`src/ccr_pkg.sv`:
```
package ccr_pkg;

    localparam int NUM_ROWS      = 8;
    localparam int ROW_IDX_W     = 3;
    localparam int LEN_W         = 4;
    localparam int POS_W         = 6;
    localparam int CODE_W        = 3;
    localparam int MAP_BYTE_W    = 8;
    localparam int MAP_W         = NUM_ROWS * MAP_BYTE_W;
    localparam int CODES_W       = NUM_ROWS * CODE_W;
    localparam int PACKED_W      = NUM_ROWS * LEN_W;
    localparam int ROW_WIDTH_DEF = 16;

    // remainder unit: 16-bit draw, divisor up to 16; quotient step, then remainder step
    localparam int DIV_W      = 5;
    localparam int DRAW_W     = 16;
    localparam int RECIP_W    = 32;
    localparam int REM_STEPS  = 2;
    localparam int STEP_CNT_W = $clog2(REM_STEPS);

    localparam int LCG_W = 32;
    localparam logic [LCG_W-1:0] LCG_MUL          = 32'h3c6e_f35f;
    localparam logic [LCG_W-1:0] LCG_ADD          = 32'h0019_660d;
    localparam logic [LCG_W-1:0] LCG_FIRST_INIT   = 32'd1234567;
    localparam logic [LCG_W-1:0] LCG_SECOND_INIT  = 32'd7654321;
    localparam logic [DIV_W-1:0] WANDER_SPAN      = 5'd3;
    // ceil(2^32 / 3)
    localparam logic [RECIP_W-1:0] WANDER_RECIP   = 32'h5555_5556;

    // APB register map, 64-bit registers at 8*i
    localparam int APB_DATA_W = 64;
    localparam int REG_IDX_W  = 2;
    localparam int PADDR_W    = REG_IDX_W + 3;
    localparam logic [REG_IDX_W-1:0] REG_TRIGGER_MAP  = 2'd0;
    localparam logic [REG_IDX_W-1:0] REG_RULE_CODES   = 2'd1;
    localparam logic [REG_IDX_W-1:0] REG_RULE_TARGETS = 2'd2;
    localparam logic [CODES_W-1:0]   RULE_TARGETS_INIT = 24'hFAC688;

    typedef logic [LEN_W-1:0]            t_len;
    typedef logic signed [POS_W-1:0]     t_pos;
    typedef logic [ROW_IDX_W-1:0]        t_row;
    typedef logic [CODE_W-1:0]           t_code;
    typedef logic [MAP_BYTE_W-1:0]       t_map;

    localparam t_len RESET_LENGTHS [NUM_ROWS] = '{
        4'd3, 4'd1, 4'd2, 4'd2, 4'd3, 4'd3, 4'd5, 4'd7
    };

    localparam logic ACT_TICK = 1'b0;
    localparam logic ACT_SET  = 1'b1;

    localparam t_code RULE_NONE    = 3'd0;
    localparam t_code RULE_INC     = 3'd1;
    localparam t_code RULE_DEC     = 3'd2;
    localparam t_code RULE_MAX     = 3'd3;
    localparam t_code RULE_MIN     = 3'd4;
    localparam t_code RULE_RANDOM  = 3'd5;
    localparam t_code RULE_WANDER  = 3'd6;
    localparam t_code RULE_RESTORE = 3'd7;

    typedef logic [3:0] t_dp_op;
    localparam t_dp_op DP_NOP        = 4'd0;
    localparam t_dp_op DP_SET        = 4'd1;
    localparam t_dp_op DP_START      = 4'd2;
    localparam t_dp_op DP_DEC        = 4'd3;
    localparam t_dp_op DP_RULE       = 4'd4;
    localparam t_dp_op DP_LCG_FIRST  = 4'd5;
    localparam t_dp_op DP_LCG_SECOND = 4'd6;
    localparam t_dp_op DP_REM_LOAD   = 4'd7;
    localparam t_dp_op DP_REM_STEP   = 4'd8;
    localparam t_dp_op DP_RELOAD     = 4'd9;
    localparam t_dp_op DP_NEXT       = 4'd10;
    localparam t_dp_op DP_CLAMP      = 4'd11;

    typedef struct packed {
        t_dp_op op;
        t_row   sel;
        t_code  code;
        logic   emit;
        logic   emit_mask;
    } t_dp_cmd;

    typedef struct packed {
        logic  fire;
        t_code code;
        t_row  target;
        logic  stack_empty;
        logic  top_zero;
        t_row  low_row;
    } t_dp_sts;

    function automatic t_pos len_to_pos(input t_len len);
        return {{(POS_W-LEN_W){1'b0}}, len};
    endfunction

    function automatic t_row lowest_set(input t_map map);
        t_row idx;
        idx = '0;
        for (int i = MAP_BYTE_W - 1; i >= 0; i--) begin
            if (map[i]) begin
                idx = t_row'(i);
            end
        end
        return idx;
    endfunction

    function automatic logic pos_within_len(input logic [PACKED_W-1:0] pos,
                                            input logic [PACKED_W-1:0] len);
        logic ok;
        ok = 1'b1;
        for (int i = 0; i < NUM_ROWS; i++) begin
            if (pos[LEN_W*i +: LEN_W] > len[LEN_W*i +: LEN_W]) begin
                ok = 1'b0;
            end
        end
        return ok;
    endfunction

endpackage

```
`src/ccr_chan_if.sv`:
```
interface ccr_in_if;
    logic                 valid;
    logic                 ready;
    logic                 action;
    ccr_pkg::t_row        row;
    ccr_pkg::t_len        length;

    modport source (output valid, action, row, length, input ready);
    modport sink   (input valid, action, row, length, output ready);
endinterface

interface ccr_out_if;
    logic                              valid;
    logic                              ready;
    logic [ccr_pkg::NUM_ROWS-1:0]      fired_mask;
    logic [ccr_pkg::PACKED_W-1:0]      positions_packed;
    logic [ccr_pkg::PACKED_W-1:0]      lengths_packed;

    modport source (output valid, fired_mask, positions_packed, lengths_packed, input ready);
    modport sink   (input valid, fired_mask, positions_packed, lengths_packed, output ready);
endinterface

```
`src/ccr_regs.sv`:
```
module ccr_regs (
    input  logic                                i_clk,
    input  logic                                i_rst_n,
    input  logic                                psel,
    input  logic                                penable,
    input  logic                                pwrite,
    input  logic [ccr_pkg::PADDR_W-1:0]         paddr,
    input  logic [ccr_pkg::APB_DATA_W-1:0]      pwdata,
    output logic [ccr_pkg::APB_DATA_W-1:0]      prdata,
    output logic                                pready,
    output logic [ccr_pkg::MAP_W-1:0]           o_trigger_map,
    output logic [ccr_pkg::CODES_W-1:0]         o_rule_codes,
    output logic [ccr_pkg::CODES_W-1:0]         o_rule_targets
);

    logic [ccr_pkg::MAP_W-1:0]     r_trigger_map;
    logic [ccr_pkg::CODES_W-1:0]   r_rule_codes;
    logic [ccr_pkg::CODES_W-1:0]   r_rule_targets;
    logic [ccr_pkg::REG_IDX_W-1:0] w_idx;
    logic                          w_write;

    assign w_idx   = paddr[ccr_pkg::PADDR_W-1:3];
    assign w_write = psel && penable && pwrite;
    assign pready  = 1'b1;

    always_ff @(posedge i_clk) begin
        if (!i_rst_n) begin
            r_trigger_map  <= '0;
            r_rule_codes   <= '0;
            r_rule_targets <= ccr_pkg::RULE_TARGETS_INIT;
        end else if (w_write) begin
            case (w_idx)
                ccr_pkg::REG_TRIGGER_MAP:  r_trigger_map  <= pwdata[ccr_pkg::MAP_W-1:0];
                ccr_pkg::REG_RULE_CODES:   r_rule_codes   <= pwdata[ccr_pkg::CODES_W-1:0];
                ccr_pkg::REG_RULE_TARGETS: r_rule_targets <= pwdata[ccr_pkg::CODES_W-1:0];
                default: ;
            endcase
        end
    end

    always_comb begin
        case (w_idx)
            ccr_pkg::REG_TRIGGER_MAP:  prdata = ccr_pkg::APB_DATA_W'(r_trigger_map);
            ccr_pkg::REG_RULE_CODES:   prdata = ccr_pkg::APB_DATA_W'(r_rule_codes);
            ccr_pkg::REG_RULE_TARGETS: prdata = ccr_pkg::APB_DATA_W'(r_rule_targets);
            default:                   prdata = '0;
        endcase
    end

    assign o_trigger_map  = r_trigger_map;
    assign o_rule_codes   = r_rule_codes;
    assign o_rule_targets = r_rule_targets;

endmodule

```
`src/ccr_dp.sv`:
```
module ccr_dp #(
    parameter int ROW_WIDTH = ccr_pkg::ROW_WIDTH_DEF
) (
    input  logic                            i_clk,
    input  logic                            i_rst_n,
    input  ccr_pkg::t_dp_cmd                i_cmd,
    input  ccr_pkg::t_len                   i_set_length,
    input  logic [ccr_pkg::MAP_W-1:0]       i_trigger_map,
    input  logic [ccr_pkg::CODES_W-1:0]     i_rule_codes,
    input  logic [ccr_pkg::CODES_W-1:0]     i_rule_targets,
    output ccr_pkg::t_dp_sts                o_sts,
    output logic [ccr_pkg::NUM_ROWS-1:0]    o_fired_mask,
    output logic [ccr_pkg::PACKED_W-1:0]    o_positions_packed,
    output logic [ccr_pkg::PACKED_W-1:0]    o_lengths_packed
);

    localparam ccr_pkg::t_len            LEN_MAX = ccr_pkg::LEN_W'(ROW_WIDTH - 1);
    localparam logic [ccr_pkg::DIV_W-1:0] ROW_DIV = ccr_pkg::DIV_W'(ROW_WIDTH);
    // ceil(2^32 / ROW_WIDTH): exact quotient for any 16-bit draw
    localparam logic [ccr_pkg::RECIP_W-1:0] ROW_RECIP = ccr_pkg::RECIP_W'(
        ((64'd1 << ccr_pkg::RECIP_W) + 64'(ROW_WIDTH) - 64'd1) / 64'(ROW_WIDTH));

    ccr_pkg::t_pos  r_pos   [ccr_pkg::NUM_ROWS];
    ccr_pkg::t_len  r_len   [ccr_pkg::NUM_ROWS];
    ccr_pkg::t_len  r_saved [ccr_pkg::NUM_ROWS];
    logic [ccr_pkg::NUM_ROWS-1:0]  r_fired;
    logic [ccr_pkg::LCG_W-1:0]     r_lcg_first;
    logic [ccr_pkg::LCG_W-1:0]     r_lcg_second;

    // pending trigger maps of the rows still cascading, one frame per fired row
    ccr_pkg::t_map  r_stack [ccr_pkg::NUM_ROWS];
    logic [ccr_pkg::ROW_IDX_W:0]   r_sp;

    logic [ccr_pkg::DRAW_W-1:0]    r_dividend;
    logic [ccr_pkg::DIV_W-1:0]     r_rem;
    logic [ccr_pkg::DIV_W-1:0]     r_divisor;
    logic [ccr_pkg::RECIP_W-1:0]   r_recip;
    logic [ccr_pkg::DRAW_W-1:0]    r_quot;

    ccr_pkg::t_map  w_trig    [ccr_pkg::NUM_ROWS];
    ccr_pkg::t_code w_codes   [ccr_pkg::NUM_ROWS];
    ccr_pkg::t_row  w_targets [ccr_pkg::NUM_ROWS];
    ccr_pkg::t_pos  w_clamped [ccr_pkg::NUM_ROWS];

    ccr_pkg::t_pos  w_sel_pos;
    ccr_pkg::t_len  w_sel_len;
    ccr_pkg::t_pos  w_pos_dec;
    ccr_pkg::t_pos  w_reload_pos;
    ccr_pkg::t_len  w_rule_len;
    ccr_pkg::t_pos  w_rule_pos;
    ccr_pkg::t_len  w_set_len;
    logic [ccr_pkg::DIV_W-1:0]     w_wsum;
    logic [ccr_pkg::DIV_W-1:0]     w_wval;
    logic [ccr_pkg::ROW_IDX_W-1:0] w_top_idx;
    ccr_pkg::t_map  w_top;
    logic [ccr_pkg::DRAW_W+ccr_pkg::RECIP_W-1:0] w_prod;
    logic [ccr_pkg::DRAW_W+ccr_pkg::DIV_W-1:0]   w_qd;
    logic [ccr_pkg::DRAW_W-1:0]    w_rem_full;
    logic [ccr_pkg::DRAW_W-1:0]    n_quot;
    logic [ccr_pkg::DIV_W-1:0]     n_rem;

    always_comb begin
        for (int i = 0; i < ccr_pkg::NUM_ROWS; i++) begin
            w_trig[i]    = i_trigger_map[ccr_pkg::MAP_BYTE_W*i +: ccr_pkg::MAP_BYTE_W];
            w_codes[i]   = i_rule_codes[ccr_pkg::CODE_W*i +: ccr_pkg::CODE_W];
            w_targets[i] = i_rule_targets[ccr_pkg::CODE_W*i +: ccr_pkg::CODE_W];
        end
    end

    assign w_sel_pos    = r_pos[i_cmd.sel];
    assign w_sel_len    = r_len[i_cmd.sel];
    assign w_pos_dec    = w_sel_pos - ccr_pkg::t_pos'(1);
    assign w_reload_pos = w_sel_pos + ccr_pkg::len_to_pos(w_sel_len) + ccr_pkg::t_pos'(1);
    assign w_set_len    = (i_set_length > LEN_MAX) ? LEN_MAX : i_set_length;

    assign w_top_idx = r_sp[ccr_pkg::ROW_IDX_W-1:0] - 1'b1;
    assign w_top     = r_stack[w_top_idx];

    // rule on the target row; remainder holds the draw reduced for random/wander
    assign w_wsum = ccr_pkg::DIV_W'(w_sel_len) + r_rem;
    assign w_wval = w_wsum - 1'b1;

    always_comb begin
        w_rule_len = w_sel_len;
        w_rule_pos = w_sel_pos;
        case (i_cmd.code)
            ccr_pkg::RULE_INC: begin
                if (w_sel_len < LEN_MAX) begin
                    w_rule_len = w_sel_len + 1'b1;
                    w_rule_pos = ccr_pkg::len_to_pos(w_rule_len);
                end
            end
            ccr_pkg::RULE_DEC: begin
                if (w_sel_len != '0) begin
                    w_rule_len = w_sel_len - 1'b1;
                    w_rule_pos = ccr_pkg::len_to_pos(w_rule_len);
                end
            end
            ccr_pkg::RULE_MAX: begin
                w_rule_len = LEN_MAX;
                w_rule_pos = ccr_pkg::len_to_pos(LEN_MAX);
            end
            ccr_pkg::RULE_MIN: begin
                w_rule_len = '0;
                w_rule_pos = '0;
            end
            ccr_pkg::RULE_RANDOM: begin
                w_rule_len = r_rem[ccr_pkg::LEN_W-1:0];
                w_rule_pos = ccr_pkg::len_to_pos(w_rule_len);
            end
            ccr_pkg::RULE_WANDER: begin
                if (w_wsum == '0) begin
                    w_rule_len = '0;
                end else if (w_wval > ccr_pkg::DIV_W'(LEN_MAX)) begin
                    w_rule_len = LEN_MAX;
                end else begin
                    w_rule_len = w_wval[ccr_pkg::LEN_W-1:0];
                end
                w_rule_pos = ccr_pkg::len_to_pos(w_rule_len);
            end
            ccr_pkg::RULE_RESTORE: begin
                w_rule_len = r_saved[i_cmd.sel];
            end
            default: ;
        endcase
    end

    // reciprocal remainder: quotient from the high product bits, then one subtract
    assign w_prod     = r_dividend * r_recip;
    assign n_quot     = w_prod[ccr_pkg::DRAW_W+ccr_pkg::RECIP_W-1 -: ccr_pkg::DRAW_W];
    assign w_qd       = r_quot * r_divisor;
    assign w_rem_full = r_dividend - w_qd[ccr_pkg::DRAW_W-1:0];
    assign n_rem      = w_rem_full[ccr_pkg::DIV_W-1:0];

    always_comb begin
        for (int i = 0; i < ccr_pkg::NUM_ROWS; i++) begin
            if (r_pos[i] < 0) begin
                w_clamped[i] = '0;
            end else if (r_pos[i] > ccr_pkg::len_to_pos(r_len[i])) begin
                w_clamped[i] = ccr_pkg::len_to_pos(r_len[i]);
            end else begin
                w_clamped[i] = r_pos[i];
            end
        end
    end

    always_ff @(posedge i_clk) begin
        if (!i_rst_n) begin
            for (int i = 0; i < ccr_pkg::NUM_ROWS; i++) begin
                r_pos[i]   <= ccr_pkg::len_to_pos(ccr_pkg::RESET_LENGTHS[i]);
                r_len[i]   <= ccr_pkg::RESET_LENGTHS[i];
                r_saved[i] <= ccr_pkg::RESET_LENGTHS[i];
            end
            r_fired      <= '0;
            r_lcg_first  <= ccr_pkg::LCG_FIRST_INIT;
            r_lcg_second <= ccr_pkg::LCG_SECOND_INIT;
            r_sp         <= '0;
        end else begin
            case (i_cmd.op)
                ccr_pkg::DP_SET: begin
                    r_len[i_cmd.sel]   <= w_set_len;
                    r_saved[i_cmd.sel] <= w_set_len;
                    r_pos[i_cmd.sel]   <= ccr_pkg::len_to_pos(w_set_len);
                end
                ccr_pkg::DP_START: begin
                    r_fired <= '0;
                    r_sp    <= '0;
                end
                ccr_pkg::DP_DEC: begin
                    r_pos[i_cmd.sel] <= w_pos_dec;
                    if (o_sts.fire) begin
                        r_fired[i_cmd.sel] <= 1'b1;
                    end
                end
                ccr_pkg::DP_RULE: begin
                    r_len[i_cmd.sel] <= w_rule_len;
                    r_pos[i_cmd.sel] <= w_rule_pos;
                end
                ccr_pkg::DP_LCG_FIRST: begin
                    r_lcg_first <= r_lcg_first * ccr_pkg::LCG_MUL + ccr_pkg::LCG_ADD;
                end
                ccr_pkg::DP_LCG_SECOND: begin
                    r_lcg_second <= r_lcg_second * ccr_pkg::LCG_MUL + ccr_pkg::LCG_ADD;
                end
                ccr_pkg::DP_RELOAD: begin
                    r_pos[i_cmd.sel] <= w_reload_pos;
                    r_sp             <= r_sp + 1'b1;
                end
                ccr_pkg::DP_NEXT: begin
                    if (w_top == '0) begin
                        r_sp <= r_sp - 1'b1;
                    end
                end
                ccr_pkg::DP_CLAMP: begin
                    for (int i = 0; i < ccr_pkg::NUM_ROWS; i++) begin
                        r_pos[i] <= w_clamped[i];
                    end
                end
                default: ;
            endcase
        end
    end

    always_ff @(posedge i_clk) begin
        case (i_cmd.op)
            ccr_pkg::DP_RELOAD: begin
                r_stack[r_sp[ccr_pkg::ROW_IDX_W-1:0]] <= w_trig[i_cmd.sel];
            end
            ccr_pkg::DP_NEXT: begin
                // drop the lowest pending row of the top frame
                r_stack[w_top_idx] <= w_top & (w_top - 1'b1);
            end
            ccr_pkg::DP_REM_LOAD: begin
                r_dividend <= r_lcg_first[ccr_pkg::LCG_W-1 -: ccr_pkg::DRAW_W]
                            | r_lcg_second[ccr_pkg::LCG_W-1 -: ccr_pkg::DRAW_W];
                r_rem      <= '0;
                r_divisor  <= (i_cmd.code == ccr_pkg::RULE_RANDOM) ? ROW_DIV
                                                                   : ccr_pkg::WANDER_SPAN;
                r_recip    <= (i_cmd.code == ccr_pkg::RULE_RANDOM) ? ROW_RECIP
                                                                   : ccr_pkg::WANDER_RECIP;
            end
            ccr_pkg::DP_REM_STEP: begin
                // first step settles the quotient, second the remainder
                r_quot <= n_quot;
                r_rem  <= n_rem;
            end
            default: ;
        endcase
    end

    assign o_sts.fire        = w_pos_dec[ccr_pkg::POS_W-1] && !r_fired[i_cmd.sel];
    assign o_sts.code        = w_codes[i_cmd.sel];
    assign o_sts.target      = w_targets[i_cmd.sel];
    assign o_sts.stack_empty = (r_sp == '0);
    assign o_sts.top_zero    = (w_top == '0);
    assign o_sts.low_row     = ccr_pkg::lowest_set(w_top);

    always_comb begin
        for (int i = 0; i < ccr_pkg::NUM_ROWS; i++) begin
            o_positions_packed[ccr_pkg::LEN_W*i +: ccr_pkg::LEN_W] =
                r_pos[i][ccr_pkg::LEN_W-1:0];
            o_lengths_packed[ccr_pkg::LEN_W*i +: ccr_pkg::LEN_W] = r_len[i];
        end
    end

    assign o_fired_mask = r_fired;

endmodule

```
`src/ccr_ctrl.sv`:
```
module ccr_ctrl (
    input  logic               i_clk,
    input  logic               i_rst_n,
    input  logic               i_in_valid,
    input  logic               i_action,
    input  ccr_pkg::t_row      i_in_row,
    input  logic               i_out_free,
    input  ccr_pkg::t_dp_sts   i_sts,
    output logic               o_in_ready,
    output ccr_pkg::t_dp_cmd   o_cmd
);

    localparam logic [3:0] S_IDLE     = 4'd0;
    localparam logic [3:0] S_DEC      = 4'd1;
    localparam logic [3:0] S_LCG1     = 4'd2;
    localparam logic [3:0] S_LCG2     = 4'd3;
    localparam logic [3:0] S_REM_LOAD = 4'd4;
    localparam logic [3:0] S_REM_STEP = 4'd5;
    localparam logic [3:0] S_RULE     = 4'd6;
    localparam logic [3:0] S_RELOAD   = 4'd7;
    localparam logic [3:0] S_NEXT     = 4'd8;
    localparam logic [3:0] S_CLAMP    = 4'd9;
    localparam logic [3:0] S_EMIT     = 4'd10;

    logic [3:0]                         r_state, n_state;
    ccr_pkg::t_row                      r_cur,   n_cur;
    ccr_pkg::t_row                      r_tgt,   n_tgt;
    ccr_pkg::t_code                     r_code,  n_code;
    logic [ccr_pkg::STEP_CNT_W-1:0]     r_step,  n_step;
    logic                               r_tick,  n_tick;

    always_comb begin
        n_state = r_state;
        n_cur   = r_cur;
        n_tgt   = r_tgt;
        n_code  = r_code;
        n_step  = r_step;
        n_tick  = r_tick;

        o_in_ready      = 1'b0;
        o_cmd.op        = ccr_pkg::DP_NOP;
        o_cmd.sel       = r_cur;
        o_cmd.code      = r_code;
        o_cmd.emit      = 1'b0;
        o_cmd.emit_mask = r_tick;

        case (r_state)
            S_IDLE: begin
                o_in_ready = 1'b1;
                if (i_in_valid) begin
                    if (i_action == ccr_pkg::ACT_SET) begin
                        o_cmd.op  = ccr_pkg::DP_SET;
                        o_cmd.sel = i_in_row;
                        n_tick    = 1'b0;
                        n_state   = S_EMIT;
                    end else begin
                        o_cmd.op = ccr_pkg::DP_START;
                        n_cur    = '0;
                        n_tick   = 1'b1;
                        n_state  = S_DEC;
                    end
                end
            end
            S_DEC: begin
                o_cmd.op = ccr_pkg::DP_DEC;
                if (i_sts.fire) begin
                    n_tgt  = i_sts.target;
                    n_code = i_sts.code;
                    case (i_sts.code)
                        ccr_pkg::RULE_NONE:   n_state = S_RELOAD;
                        ccr_pkg::RULE_RANDOM: n_state = S_LCG1;
                        ccr_pkg::RULE_WANDER: n_state = S_LCG1;
                        default:              n_state = S_RULE;
                    endcase
                end else begin
                    n_state = S_NEXT;
                end
            end
            S_LCG1: begin
                o_cmd.op = ccr_pkg::DP_LCG_FIRST;
                n_state  = S_LCG2;
            end
            S_LCG2: begin
                o_cmd.op = ccr_pkg::DP_LCG_SECOND;
                n_state  = S_REM_LOAD;
            end
            S_REM_LOAD: begin
                o_cmd.op = ccr_pkg::DP_REM_LOAD;
                n_step   = '0;
                n_state  = S_REM_STEP;
            end
            S_REM_STEP: begin
                o_cmd.op = ccr_pkg::DP_REM_STEP;
                n_step   = r_step + 1'b1;
                if (r_step == ccr_pkg::STEP_CNT_W'(ccr_pkg::REM_STEPS - 1)) begin
                    n_state = S_RULE;
                end
            end
            S_RULE: begin
                o_cmd.op  = ccr_pkg::DP_RULE;
                o_cmd.sel = r_tgt;
                n_state   = S_RELOAD;
            end
            S_RELOAD: begin
                o_cmd.op = ccr_pkg::DP_RELOAD;
                n_state  = S_NEXT;
            end
            S_NEXT: begin
                if (i_sts.stack_empty) begin
                    n_state = S_CLAMP;
                end else begin
                    o_cmd.op = ccr_pkg::DP_NEXT;
                    if (!i_sts.top_zero) begin
                        n_cur   = i_sts.low_row;
                        n_state = S_DEC;
                    end
                end
            end
            S_CLAMP: begin
                o_cmd.op = ccr_pkg::DP_CLAMP;
                n_state  = S_EMIT;
            end
            S_EMIT: begin
                if (i_out_free) begin
                    o_cmd.emit = 1'b1;
                    n_state    = S_IDLE;
                end
            end
            default: begin
                n_state = S_IDLE;
            end
        endcase
    end

    always_ff @(posedge i_clk) begin
        if (!i_rst_n) begin
            r_state <= S_IDLE;
            r_cur   <= '0;
            r_tgt   <= '0;
            r_code  <= ccr_pkg::RULE_NONE;
            r_step  <= '0;
            r_tick  <= 1'b0;
        end else begin
            r_state <= n_state;
            r_cur   <= n_cur;
            r_tgt   <= n_tgt;
            r_code  <= n_code;
            r_step  <= n_step;
            r_tick  <= n_tick;
        end
    end

endmodule

```
`src/cascading_countdown_rows_unit.sv`:
```
// Set word: accepted, then loaded into the output register once that register is free.
// Tick word: the cascade walk grows with the row decrements (up to 65), the rows
//   fired and the fired rows with a random or wander rule.
// One word in flight; the next is taken once the result sits in the output register.
// Reset (i_rst_n low, synchronous): rows back to lengths 3,1,2,2,3,3,5,7, generators
//   reseeded, registers to defaults, output empty.
module cascading_countdown_rows_unit #(
    parameter int ROW_WIDTH = ccr_pkg::ROW_WIDTH_DEF
) (
    input  logic                            i_clk,
    input  logic                            i_rst_n,
    ccr_in_if.sink                          i_in_ch,
    ccr_out_if.source                       o_out_ch,
    input  logic                            psel,
    input  logic                            penable,
    input  logic                            pwrite,
    input  logic [ccr_pkg::PADDR_W-1:0]     paddr,
    input  logic [ccr_pkg::APB_DATA_W-1:0]  pwdata,
    output logic [ccr_pkg::APB_DATA_W-1:0]  prdata,
    output logic                            pready
);

    // configuration registers
    logic [ccr_pkg::MAP_W-1:0]    w_trigger_map;
    logic [ccr_pkg::CODES_W-1:0]  w_rule_codes;
    logic [ccr_pkg::CODES_W-1:0]  w_rule_targets;

    // controller <-> datapath
    ccr_pkg::t_dp_cmd             w_cmd;
    ccr_pkg::t_dp_sts             w_sts;
    logic                         w_out_free;

    // datapath views of the row state
    logic [ccr_pkg::NUM_ROWS-1:0] w_fired_mask;
    logic [ccr_pkg::PACKED_W-1:0] w_pos_packed;
    logic [ccr_pkg::PACKED_W-1:0] w_len_packed;

    // output register: holds a finished word while the next one is taken in
    logic                         r_out_valid;
    logic [ccr_pkg::NUM_ROWS-1:0] r_out_mask;
    logic [ccr_pkg::PACKED_W-1:0] r_out_pos;
    logic [ccr_pkg::PACKED_W-1:0] r_out_len;

    ccr_regs u_regs (
        .i_clk          (i_clk),
        .i_rst_n        (i_rst_n),
        .psel           (psel),
        .penable        (penable),
        .pwrite         (pwrite),
        .paddr          (paddr),
        .pwdata         (pwdata),
        .prdata         (prdata),
        .pready         (pready),
        .o_trigger_map  (w_trigger_map),
        .o_rule_codes   (w_rule_codes),
        .o_rule_targets (w_rule_targets)
    );

    // sequencer: walks the cascade depth first, one decrement per visit
    ccr_ctrl u_ctrl (
        .i_clk      (i_clk),
        .i_rst_n    (i_rst_n),
        .i_in_valid (i_in_ch.valid),
        .i_action   (i_in_ch.action),
        .i_in_row   (i_in_ch.row),
        .i_out_free (w_out_free),
        .i_sts      (w_sts),
        .o_in_ready (i_in_ch.ready),
        .o_cmd      (w_cmd)
    );

    // row state, fired marks, generators, remainder unit and cascade stack
    ccr_dp #(
        .ROW_WIDTH (ROW_WIDTH)
    ) u_dp (
        .i_clk              (i_clk),
        .i_rst_n            (i_rst_n),
        .i_cmd              (w_cmd),
        .i_set_length       (i_in_ch.length),
        .i_trigger_map      (w_trigger_map),
        .i_rule_codes       (w_rule_codes),
        .i_rule_targets     (w_rule_targets),
        .o_sts              (w_sts),
        .o_fired_mask       (w_fired_mask),
        .o_positions_packed (w_pos_packed),
        .o_lengths_packed   (w_len_packed)
    );

    // free when empty or being emptied this cycle
    assign w_out_free = !r_out_valid || o_out_ch.ready;

    always_ff @(posedge i_clk) begin
        if (!i_rst_n) begin
            r_out_valid <= 1'b0;
        end else if (w_cmd.emit) begin
            r_out_valid <= 1'b1;
        end else if (o_out_ch.ready) begin
            r_out_valid <= 1'b0;
        end
    end

    // set words report no firing
    always_ff @(posedge i_clk) begin
        if (w_cmd.emit) begin
            r_out_mask <= w_cmd.emit_mask ? w_fired_mask : '0;
            r_out_pos  <= w_pos_packed;
            r_out_len  <= w_len_packed;
        end
    end

    assign o_out_ch.valid            = r_out_valid;
    assign o_out_ch.fired_mask       = r_out_mask;
    assign o_out_ch.positions_packed = r_out_pos;
    assign o_out_ch.lengths_packed   = r_out_len;

    // the controller never loads the output register over an untaken word
    a_emit_into_free: assert property (@(posedge i_clk) disable iff (!i_rst_n)
        w_cmd.emit |-> w_out_free)
        else $error("result loaded over a word not yet taken");

    // a set word carries an empty fired mask
    a_set_mask_zero: assert property (@(posedge i_clk) disable iff (!i_rst_n)
        (w_cmd.emit && !w_cmd.emit_mask) |=> (r_out_mask == '0))
        else $error("set word reports fired rows");

    // every reported position lies within its row length
    a_pos_within_len: assert property (@(posedge i_clk) disable iff (!i_rst_n)
        r_out_valid |-> ccr_pkg::pos_within_len(r_out_pos, r_out_len))
        else $error("reported position beyond row length");

    // a word taken in always keeps the unit busy for the following cycle
    a_busy_after_accept: assert property (@(posedge i_clk) disable iff (!i_rst_n)
        (i_in_ch.valid && i_in_ch.ready) |=> !i_in_ch.ready)
        else $error("input taken again straight after a word");

endmodule

```
`src/flat_wrapper.sv`:
```
// flat-port wrapper written by rule: the top's interface ports become plain ports
module cascading_countdown_rows_unit_flat 
#(
    parameter int ROW_WIDTH = ccr_pkg::ROW_WIDTH_DEF
)
  (i_clk, i_rst_n, psel, penable, pwrite, paddr, pwdata, prdata, pready, i_in_ch_valid, i_in_ch_action, i_in_ch_row, i_in_ch_length, i_in_ch_ready, o_out_ch_valid, o_out_ch_fired_mask, o_out_ch_positions_packed, o_out_ch_lengths_packed, o_out_ch_ready);
  ccr_in_if i_in_ch_i ();
  ccr_out_if o_out_ch_i ();
  input  logic i_clk;
  input  logic i_rst_n;
  input  logic psel;
  input  logic penable;
  input  logic pwrite;
  input  logic [ccr_pkg::PADDR_W-1:0] paddr;
  input  logic [ccr_pkg::APB_DATA_W-1:0] pwdata;
  output logic [ccr_pkg::APB_DATA_W-1:0] prdata;
  output logic pready;
  input wire logic [$bits(i_in_ch_i.valid)-1:0] i_in_ch_valid;
  input wire logic [$bits(i_in_ch_i.action)-1:0] i_in_ch_action;
  input wire logic [$bits(i_in_ch_i.row)-1:0] i_in_ch_row;
  input wire logic [$bits(i_in_ch_i.length)-1:0] i_in_ch_length;
  output wire logic [$bits(i_in_ch_i.ready)-1:0] i_in_ch_ready;
  output wire logic [$bits(o_out_ch_i.valid)-1:0] o_out_ch_valid;
  output wire logic [$bits(o_out_ch_i.fired_mask)-1:0] o_out_ch_fired_mask;
  output wire logic [$bits(o_out_ch_i.positions_packed)-1:0] o_out_ch_positions_packed;
  output wire logic [$bits(o_out_ch_i.lengths_packed)-1:0] o_out_ch_lengths_packed;
  input wire logic [$bits(o_out_ch_i.ready)-1:0] o_out_ch_ready;
  assign i_in_ch_i.valid = i_in_ch_valid;
  assign i_in_ch_i.action = i_in_ch_action;
  assign i_in_ch_i.row = i_in_ch_row;
  assign i_in_ch_i.length = i_in_ch_length;
  assign i_in_ch_ready = i_in_ch_i.ready;
  assign o_out_ch_valid = o_out_ch_i.valid;
  assign o_out_ch_fired_mask = o_out_ch_i.fired_mask;
  assign o_out_ch_positions_packed = o_out_ch_i.positions_packed;
  assign o_out_ch_lengths_packed = o_out_ch_i.lengths_packed;
  assign o_out_ch_i.ready = o_out_ch_ready;
  cascading_countdown_rows_unit #(.ROW_WIDTH(ROW_WIDTH)) u_core (.i_clk(i_clk), .i_rst_n(i_rst_n), .i_in_ch(i_in_ch_i), .o_out_ch(o_out_ch_i), .psel(psel), .penable(penable), .pwrite(pwrite), .paddr(paddr), .pwdata(pwdata), .prdata(prdata), .pready(pready));
endmodule
```
`config.mk`:
```
export PLATFORM = sky130hd
export DESIGN_NAME = cascading_countdown_rows_unit_flat
export DESIGN_NICKNAME = d
export VERILOG_FILES = /design/src/ccr_pkg.sv /design/src/ccr_chan_if.sv /design/src/ccr_regs.sv /design/src/ccr_dp.sv /design/src/ccr_ctrl.sv /design/src/cascading_countdown_rows_unit.sv /design/src/flat_wrapper.sv
export SDC_FILE = /design/constraint.sdc
export NUM_CORES = 2
export LEC_CHECK = 0
export BUFFER_PORTS_ARGS = -buffer_cell sky130_fd_sc_hd__buf_2
export CAP_MARGIN = 20
export CORE_UTILIZATION = 50
export DETAILED_ROUTE_END_ITERATION = 16
export MAX_ROUTING_LAYER = met4
export PLACE_DENSITY = 0.78
export SLEW_MARGIN = 10
export SYNTH_ARGS = -nofsm -noshare
export SYNTH_HDL_FRONTEND = slang
export SYNTH_SLANG_ARGS = --single-unit
```
`constraint.sdc`:
```
create_clock -name i_clk -period 14.3 [get_ports i_clk]
set_clock_uncertainty 0.1 [all_clocks]
set_input_delay 2.86 -clock i_clk [delete_from_list [all_inputs] [get_ports i_clk]]
set_output_delay 2.86 -clock i_clk [all_outputs]
set_load 0.1 [all_outputs]
```
==> results.toml <==
[worst_setup_path]
worstSetupStartpoint = "i_in_ch_action"
start_kind = "input port"
cp_common_cell = "nand2_1"
regToRegEndpoint = "u_core.u_dp.r_lcg_second[31]"
end_kind = "flop"
crit_chain = "buf_2 -> nand2_1 -> o211ai_1 -> nand2_1 -> buf_4 -> a311oi_1 -> a31o_2 -> ha_1 -> fa_1 -> inv_1 -> ha_1 -> nand2_1 -> nor2b_1 -> maj3_1 -> o21ai_0 -> a21oi_1 -> o311ai_0 -> a2111oi_4 -> o211ai_1"
required_ns = 14.51
worst_path_max_delay_cell = "a2111oi_4"
reg2reg_depth = 25
crit_type = "input port to flop"
max_stage_delay_ns = 1.01
crit_path_max_fanout = 22
ff2ff_setup_slack_ns = 6.27
crit_arrival_ns = 8.82
r2r-start = "u_core.u_dp.r_lcg_second[5]"

[logic_synthesis]
ys_seq_area_frac = 0.2577
synth_cell_types = 95
synth_warnings = 0
synth_top_family_by_area = "adder cells"
synth_area_um2 = 48010
synth_edf_count = 276
synth-xor-area-share = 0.02937
synth_compound_area_frac = 0.1029
synthMuxAreaShare = 0.01822
synthAdderAreaFrac = 0.3995
synth_simple_gate_area_frac = 0.1060
avgSynthCellArea_um2 = 9.959
synthArstFlopShare = 0
synth_fp_nets = 6066
syn_inst = 4821
synthFlopType = "edfxtp_1"
ys_ff_latch = 480

[sta]
setup_violations = 0
tightest_slew_ns = 1.171
fin_crit_ns = 8.610
hold_viol_final = 0
grt_setup_unrepaired = "no"
relSlewSlack = 0.2131
slew_viol_final = 0
fin_hold_ws_ns = 0.3563
fin_setup_tns_ns = 0
clock.fmax_ghz = 0.1161
period_share = 0.6021

[layout]
most-common-layout-cells = "inv_1 (922), fa_1 (617), ha_1 (544)"
drive_gt1_frac = 0.09256
final_common_cell = "inv_1"
nets = 6227
synthToLayoutAreaGrowth_pct = 8.967

[worst_hold_path]
hold_class = "flop to flop"
hold_start = "u_core.u_dp.r_pos[0][0]"
whs_endpoint = "u_core.o_out_ch.positions_packed[0]"
whs_path_depth = 0

[flow_run]
cap_viol_max_count = 0

[cts]
cts_tree = "built"
cts_made_buffers = 52
postCtsHoldBufs = 0
cts-htree-levels = 2
path_clk_slew_ns = 0.06
cts_buffer_depth = 3
cts_num_sinks = 480
cts_root_buffer = "clkbuf_16"
post_cts_buffers = 0
cts-resized-gates = 0
clk_latency_ns = 0.64

[routing]
wl_um = 132200
vias = 36182
viasPerCell = 5.752
routedWlPerCell_um = 21.01
dr.pass1.iters = 8
first_iter_violations = 3479
drc = 0
ant_nets = 0

[floorplanning]
coreArea_um2 = 95010
die_x_um = 311.9
dieArea_um2 = 97270
fp-row-count = 113
start_util = 0.5053
num_io_pins = 223
die_y_um = 311.9

[grt]
grt_use_total = 0.2820
antenna_found_initial = 2
grt_max_degree = 101
grt_pass1_wl_um = 208500
grt_remaining_overflow = 0
grt_pass1_vias = 37242

[outcome]
status = "finished clean"

[place]
routabilityCongestion = 1.015
io_buffers = 218
dp_hpwl_um = 105000
==> cells by family after synthesis <==
logic type / Yosys count
compound gates: 751
xor+xnor: 161
fa+ha+maj: 1163
buf+inv: 1087
flops: 480
mux: 66
other cells: 1
simple gates: 1112
==> metal layers <==
metal / track usage / share of wire / vias up / wire length (um)
li1: - / - / 16215 / -
met1: 0.3774 / 0.41 / 17895 / 54290
met2: 0.4418 / 0.46 / 1757 / 61320
met3: 0.04133 / 0.089 / 315 / 11770
met4: 0.09057 / 0.036 / 0 / 4766
met5: - / 0 / - / 0
==> critical path: cells and delay by family <==
kind / cells / cell delay [ns]
and+or+nand+nor: 4 / 1.06
adders and majority gates: 4 / 1.11
AOI/OAI and AO/OA: 8 / 3.06
buffers and inverters: 3 / 0.71
==> through the flow <==
step / instances / util / cell area (um^2) / setup WS [ns]
6_report: 6290 / 0.5506 / 52320 / 5.690
3_5_place_dp: 6189 / 0.5313 / 50480 / 5.293
4_1_cts: 6285 / 0.5501 / 52260 / 5.887
2_1_floorplan: 4821 / - / 48010 / 5.416
3_3_place_gp: 6189 / 0.5313 / 50480 / 5.362
5_1_grt: 6290 / 0.5506 / 52320 / 5.483
==> cell type report <==
type | instances | area (um^2)
multi-input cells | 3254 | 31610
inverters | 927 | 3490
clock buffers | 67 | 1451
flip-flops and latches | 480 | 12370
fillers | 8090 | 42690
clock inverters | 29 | 326.6
repair buffers | 267 | 1484
well taps | 1265 | 1583
diodes | 1 | 2.502
==> how the worst max path moves through the flow <==
stage                         endpoint
6_report       u_core.u_dp.r_pos[7][0]
5_1_grt        u_core.u_dp.r_pos[7][0]
4_1_cts        u_core.u_dp.r_pos[7][0]
3_5_place_dp   u_core.u_dp.r_pos[7][0]
3_3_place_gp   u_core.u_dp.r_pos[7][0]
2_1_floorplan               prdata[10]
==> cell usage after synthesis, types with 10 or more instances <==
cell type    n  area share
inv_1      923       0.072
fa_1       617        0.26
ha_1       544        0.14
nand2_1    528       0.041
edfxtp_1   276        0.17
a21oi_1    249       0.026
dfxtp_1    204       0.085
nor2_1     185       0.014
xnor2_1    121       0.022
clkbuf_1   120      0.0094
o21ai_0    114       0.012
nand3_1     86      0.0090
and2_1      72      0.0094
nor3_1      50      0.0052
a31oi_1     49      0.0064
a22oi_1     47      0.0073
a21o_1      46      0.0072
o211ai_1    44      0.0069
and3_1      43      0.0056
mux2i_1     42      0.0088
xor2_1      40      0.0073
or2_2       38      0.0050
nor2b_1     24      0.0031
a211oi_1    18      0.0028
buf_2       17      0.0018
nand2b_1    17      0.0022
o31ai_1     17      0.0027
mux4_2      16      0.0075
o21bai_1    15      0.0023
or3_1       15      0.0020
buf_1       14      0.0011
a311oi_1    13      0.0024
a31o_2      11      0.0020
a221oi_1    10      0.0018
a41oi_1     10      0.0018
nand4_1     10      0.0013
==> registers in the layout, indices dropped and copies added (netlist names), 2 cells and up <==
register,cells
u_core.u_ctrl.r_tgt,3
u_core.u_dp.r_rem,5
u_core.u_dp.o_fired_mask,8
u_core.u_dp.r_len,32
u_core.u_dp.r_dividend,16
u_core.u_regs.o_rule_codes,24
u_core.u_dp.r_lcg_first,32
u_core.u_dp.r_pos,48
u_core.u_ctrl.r_state,4
u_core.o_out_ch.fired_mask,8
u_core.u_ctrl.r_code,3
u_core.o_out_ch.lengths_packed,32
u_core.u_dp.r_stack,64
u_core.u_regs.o_trigger_map,64
u_core.u_regs.o_rule_targets,24
u_core.o_out_ch.positions_packed,32
u_core.u_ctrl.r_cur,3
u_core.u_dp.r_saved,32
u_core.u_dp.r_quot,5
u_core.u_dp.r_divisor,2
u_core.u_dp.r_lcg_second,32
u_core.u_dp.r_sp,4
Power is left out: the tool's default activity adds up to more than one toggle a clock period on the data nets, which glitch-free logic cannot reach.
